$ cat src/rtl/lmtd_pkg.sv
`timescale 1ns / 1ps
// ----------------------------------------------------------------------------
// lmtd_pkg
// Types, codes and arithmetic helpers of the log-MAP trellis decoder.
// ----------------------------------------------------------------------------
package lmtd_pkg;

   localparam int COL_SIZE = 8;

   typedef logic signed [15:0] metric_type;
   typedef metric_type [COL_SIZE-1:0] col_type;

   localparam metric_type NEG_METRIC = 16'sh8000;

   localparam logic OP_LOAD  = 1'b0;
   localparam logic OP_DRAIN = 1'b1;

   localparam logic [1:0] REG_END_STATE = 2'd0;
   localparam logic [1:0] REG_TRELLIS_LO = 2'd1;
   localparam logic [1:0] REG_TRELLIS_HI = 2'd2;

   typedef struct packed {
      logic clear;
      logic trans_en;
      logic delta_en;
      logic backward;
      logic first_half;
      logic max_en;
   } step_ctrl_type;

   function automatic logic [2:0] corr_lookup(input logic [4:0] idx);
      case (idx) inside
         5'd0:            return 3'd6;
         5'd1, 5'd2:      return 3'd5;
         5'd3, 5'd4:      return 3'd4;
         [5'd5:5'd8]:     return 3'd3;
         [5'd9:5'd12]:    return 3'd2;
         default:         return 3'd1;
      endcase
   endfunction

   function automatic logic signed [19:0] max_star(input logic signed [19:0] a,
                                                   input logic signed [19:0] b);
      logic signed [19:0] m;
      logic [19:0] d;
      logic [2:0] c;
      if (a > b) begin
         m = a;
         d = 20'(a - b);
      end else begin
         m = b;
         d = 20'(b - a);
      end
      c = (d < 20'd22) ? corr_lookup(d[4:0]) : 3'd0;
      return m + $signed({17'd0, c});
   endfunction

   function automatic metric_type sat16(input logic signed [20:0] v);
      if (v > 21'sd32767) return 16'sh7fff;
      if (v < -21'sd32768) return 16'sh8000;
      return v[15:0];
   endfunction

   function automatic logic signed [9:0] gamma_of(input logic [7:0] tb,
                                                  input logic [15:0] sym);
      logic signed [9:0] s;
      logic signed [9:0] p;
      s = tb[6] ? 10'($signed(sym[7:0])) : 10'sd0;
      p = tb[7] ? 10'($signed(sym[15:8])) : 10'sd0;
      return s + p;
   endfunction

   function automatic logic [7:0] trans_byte(input logic [63:0] lo,
                                             input logic [63:0] hi,
                                             input logic [3:0] t);
      return t[3] ? hi[8*t[2:0] +: 8] : lo[8*t[2:0] +: 8];
   endfunction

endpackage

$ cat src/rtl/lmtd_col_unit.sv
`timescale 1ns / 1ps
// ----------------------------------------------------------------------------
// lmtd_col_unit
// Metric datapath: one trellis transition per cycle for a column step or a
// delta accumulation, column maximum and normalization, extrinsic output.
// ----------------------------------------------------------------------------
module lmtd_col_unit import lmtd_pkg::*; (
   input  logic          clock,
   input  step_ctrl_type ctrl,
   input  logic [7:0]    tbyte,
   input  logic [15:0]   sym,
   input  col_type       prev_col,
   input  col_type       alpha_row,
   output col_type       norm_col,
   output metric_type    llr
);

   logic signed [17:0] temp_ff [COL_SIZE];
   col_type            next_ff;
   logic signed [19:0] p0_ff, p1_ff;
   logic               set0_ff, set1_ff;
   metric_type         max_ff;

   logic [2:0]         from_st, to_st, src, dst;
   logic signed [9:0]  g;
   logic signed [17:0] v, d;
   logic signed [19:0] ms_a, ms_b, ms;
   metric_type         col_max;

   always_comb begin
      from_st = tbyte[2:0];
      to_st   = tbyte[5:3];
      src     = ctrl.backward ? to_st : from_st;
      dst     = ctrl.backward ? from_st : to_st;
      g       = gamma_of(tbyte, sym);
      v       = 18'($signed(prev_col[src])) + 18'(g);
      d       = 18'(g) + 18'($signed(alpha_row[from_st])) + 18'($signed(prev_col[to_st]));
      if (ctrl.delta_en) begin
         ms_a = tbyte[6] ? p1_ff : p0_ff;
         ms_b = 20'(d);
      end else begin
         ms_a = 20'(temp_ff[dst]);
         ms_b = 20'(v);
      end
      ms = max_star(ms_a, ms_b);
   end

   always_comb begin
      col_max = next_ff[0];
      for (int s = 1; s < COL_SIZE; s++) begin
         if ($signed(next_ff[s]) > $signed(col_max)) col_max = next_ff[s];
      end
      for (int s = 0; s < COL_SIZE; s++) begin
         norm_col[s] = sat16(21'($signed(next_ff[s])) - 21'($signed(max_ff)));
      end
      llr = sat16(21'(p1_ff) - 21'(p0_ff) - 21'($signed(sym[7:0])));
   end

   always_ff @(posedge clock) begin
      if (ctrl.clear) begin
         for (int s = 0; s < COL_SIZE; s++) begin
            temp_ff[s] <= 18'(NEG_METRIC);
            next_ff[s] <= NEG_METRIC;
         end
         p0_ff   <= 20'(NEG_METRIC);
         p1_ff   <= 20'(NEG_METRIC);
         set0_ff <= 1'b0;
         set1_ff <= 1'b0;
      end else if (ctrl.trans_en) begin
         if (ctrl.first_half) begin
            temp_ff[dst] <= v;
         end else begin
            next_ff[dst] <= sat16(21'(ms));
         end
      end else if (ctrl.delta_en) begin
         if (tbyte[6]) begin
            p1_ff   <= set1_ff ? ms : 20'(d);
            set1_ff <= 1'b1;
         end else begin
            p0_ff   <= set0_ff ? ms : 20'(d);
            set0_ff <= 1'b1;
         end
      end
      if (ctrl.max_en) begin
         max_ff <= col_max;
      end
   end

endmodule

$ cat config.mk
export PLATFORM = sky130hd
export DESIGN_NAME = lmtd_col_unit
export DESIGN_NICKNAME = d
export VERILOG_FILES = /design/src/rtl/lmtd_pkg.sv /design/src/rtl/lmtd_col_unit.sv
export SDC_FILE = /design/constraint.sdc
export NUM_CORES = 2
export LEC_CHECK = 0
export ABC_AREA = 1
export BUFFER_PORTS_ARGS = -buffer_cell sky130_fd_sc_hd__clkbuf_2
export CORE_UTILIZATION = 50
export CTS_BUF_LIST = sky130_fd_sc_hd__clkbuf_16
export DETAILED_ROUTE_END_ITERATION = 12
export PLACE_DENSITY = 0.82
export SLEW_MARGIN = 30
export SYNTH_ARGS = -nofsm -noshare
export SYNTH_HDL_FRONTEND = slang
export SYNTH_SLANG_ARGS = --single-unit
$ cat constraint.sdc
create_clock -name clock -period 28.4 [get_ports clock]
set_clock_uncertainty 0.1 [all_clocks]
set_input_delay 1.42 -clock clock [delete_from_list [all_inputs] [get_ports clock]]
set_output_delay 1.42 -clock clock [all_outputs]
set_load 0.02 [all_outputs]
==> flow_summary_export.csv <==
group,metric,value,unit
outcome,run_status,"completed",
sta,tightest_slew,1.04,ns
setup_path,critical_path.max_fanout,32,
floorplan,rows,92,
yosys,synth-adder-area-share,16.2,%
floorplan,die_y,255,microns
sta,hold_viol,0,
yosys,synth_area,0.0319,sq mm
global_routing,grt_pass1_wl,174000,microns
clock_tree,clkTransAtPathRegs,0.07,ns
yosys,synth-main-ff-cell,"dfxtp_1",
route,drtIter0Drc,3318,
global_routing,grt.total_usage,34.9,%
setup_path,cpMostUsedCell,"nand2_1",
yosys,synth_most_common_cell,"nand2_1",
yosys,synth_nets,5285,
yosys,synth.area.mux_share,0.129,%
route,wl_per_cell,20.0,microns
clock_tree,cts_buffers,31,
yosys,async_reset_ff_share,0,%
pwr,p_total,3.67,mW
sta,setup_viol_count_final,0,
sta,period_minus_slack,15.47,ns
place,hpwl,92100,microns
floorplan,pin_count,431,
yosys,ys.warnings.count,0,
yosys,synth_top_area_share,14.3,%
global_routing,antenna_found_initial,8,
clock_tree,cts_tree,"yes",
sta,maxSlewHeadroom,30.5,%
pwr,ir_worst_vdd,61.1,uV
clock_tree,post_cts_resized,0,
sta,drv_slew,0,
setup_path,endpoint_kind,"register",
place,portBuffers,430,
yosys,synth_commonest_cells,"nand2_1 (829), inv_1 (576), o21ai_0 (527)",
sta,finalCritPeriodShare,54.5,%
yosys,ys_ff_latch,322,
cells_and_area,finalInstanceArea,0.0358,sq mm
global_routing,grt_overflow,0,
setup_path,required,28.76,ns
route,vias_per_cell,5.80,
cells_and_area,synthToLayoutAreaGrowth,12.0,%
place,globalplace.congestion,1.03,
route,drt_wl_total,116000,microns
yosys,synth_compound_area_share,22.5,%
clock_tree,clock_sinks,322,
min_path,hp-class,"reg2reg",
yosys,synth_cell_types,59,
setup_path,path_class,"reg2reg",
sta,setup-tns-final,0,ns
setup_path,arrival,15.83,ns
clock_tree,clk_latency,0.61,ns
sta,rsz0062_at_grt,"false",
floorplan,start_util,50.6,%
global_routing,grt_start_max_net_pins,86,
setup_path,worstSetupStartpointType,"register",
sta,max_freq,64.6,MHz
yosys,syn_avg_cell_area,6.92,sq um
clock_tree,cts-root-buf,"clkbuf_16",
yosys,synth_top_family_by_area,"compound AO/OA/AOI/OAI gates",
route,ant_nets,0,
route,num_vias,33700,
route,firstDrtPassIters,6,
floorplan,fp.dieW,255,microns
cells_and_area,nNetsFinal,5592,
setup_path,cp_slowest_stage_delay,0.65,ns
clock_tree,clk_path_buf_depth,3,
yosys,synth.area.top_cells,"edfxtp_1 (14%), ha_1 (13%), dfxtp_1 (11%), nand2_1 (9.8%), o21ai_0 (8.3%)",
floorplan,die-area,0.0648,sq mm
floorplan,core,0.0631,sq mm
place,placed_cell_area,0.0347,sq mm
yosys,synth-xor-area-share,5.13,%
yosys,synth_edf_count,152,
yosys,syn_inst,4614,
route,drc,0,
cells_and_area,multi_input_area,0.0210,sq mm
cells_and_area,fillers,6017,
global_routing,grt_pass1_vias,31000,
clock_tree,cts_max_level,1,
cells_and_area,drive_above_1_share,11.7,%
clock_tree,postCtsSetupBuffers,0,
yosys,post_synth_and_or_nand_nor_area_fraction,21.8,%
setup_path,slowest_stage,"nand3b_1",
clock_tree,cts-hold-fix-buffers,0,
yosys,yosysSeqAreaShare,25.0,%
cells_and_area,seq_area,0.00797,sq mm
pwr,power_density,103,mW/mm^2
pwr,p_leak,18.1,nW
flow_run,maxCapViolCount,0,
yosys,synth_largest_area_cell,"edfxtp_1",
critical path: cells and delay by family, from the launching register on:
family / cells / cell delay [ns]
buf+inv: 4 / 0.81
simple gates: 40 / 6.84
fa+ha+maj: 7 / 2.27
compound gates: 20 / 4.75
flops: 1 / 0.53
logic make-up (layout without fill, tap and decap cells):
kind of cell | after synthesis | after routing
other | 0 | 8
muxes | 4 | 4
adders and majority gates | 384 | 384
AOI/OAI and AO/OA | 1272 | 1272
and+or+nand+nor | 1660 | 1660
DFF | 322 | 322
xor gates and xnor gates | 187 | 187
buffers and inverters | 785 | 1117
where the power goes:
part | switching [mW] | internal, mW | leakage [nW]
Sequential | 0.0227 | 0.534 | 2.84
Clock | 0.192 | 0.228 | 0.509
Combinational | 1.88 | 0.819 | 14.7
Total | 2.09 | 1.58 | 18.1
metal layers:
metal  vias up  wire length (microns)  track usage (%)
li1      16200                      -                -
met1     15300                  43600             41.3
met2      1763                  53400             58.0
met3       349                   9730             4.83
met4         2                   9470             25.6
met5         -                     12                0
area by class of cell:
type	instances	share of cell area [%]
Clock inverter	27	0.661
Antenna cell	8	0.0560
Multi-Input combinational cell	3507	58.8
Timing Repair Buffer	470	6.87
Inverter	589	6.18
Clock buffer	31	2.17
Tap cell	846	2.96
Sequential cell	322	22.3
state kept, by name (all words and copies together) (netlist names):
| register | cells |
|---|---|
| max_ff | 16 |
| set0_ff | 1 |
| next_ff | 128 |
| p0_ff | 20 |
| temp_ff | 136 |
| set1_ff | 1 |
| p1_ff | 20 |
stage by stage:
step | setup WS [ns] | instances | utilization (%) | hold WS, ns
floorplan | 14.92 | 4614 | - | 0.359
global placement | 13.51 | 5734 | 55.0 | 0.371
detailed placement | 12.95 | 5734 | 55.0 | 0.378
CTS | 13.24 | 5792 | 56.6 | 0.387
global route | 11.48 | 5797 | 56.7 | 0.410
finish | 12.93 | 5800 | 56.7 | 0.389
placed cells by master (no fill, tap or decap), types with 23 or more instances in the layout:
cell type  instances
fa_1              50
clkbuf_2         429
dfxtp_1          170
edfxtp_1         152
nor2_1           434
clkbuf_16         31
nand2_1          828
inv_1            577
nand3_1          239
o21bai_1          94
ha_1             334
xor2_1           148
nand4_1           54
nor3_1            32
xnor2_1           37
o21a_1            23
buf_4             41
a21oi_1          451
o21ai_0          525
a22oi_1           54
final timing paths:
path	from	end	slack (ns)	cells past startpoint
worst max-delay path	next_ff[1]	max_ff[4]	12.93	71
worst min-delay path	p0_ff[13]	p0_ff[13]	0.39	2
worst min register to register	p0_ff[13]	p0_ff[13]	0.39	2
worst max register to register	next_ff[1]	max_ff[4]	12.93	71
Note: power is estimated with default switching activity, not from simulation.
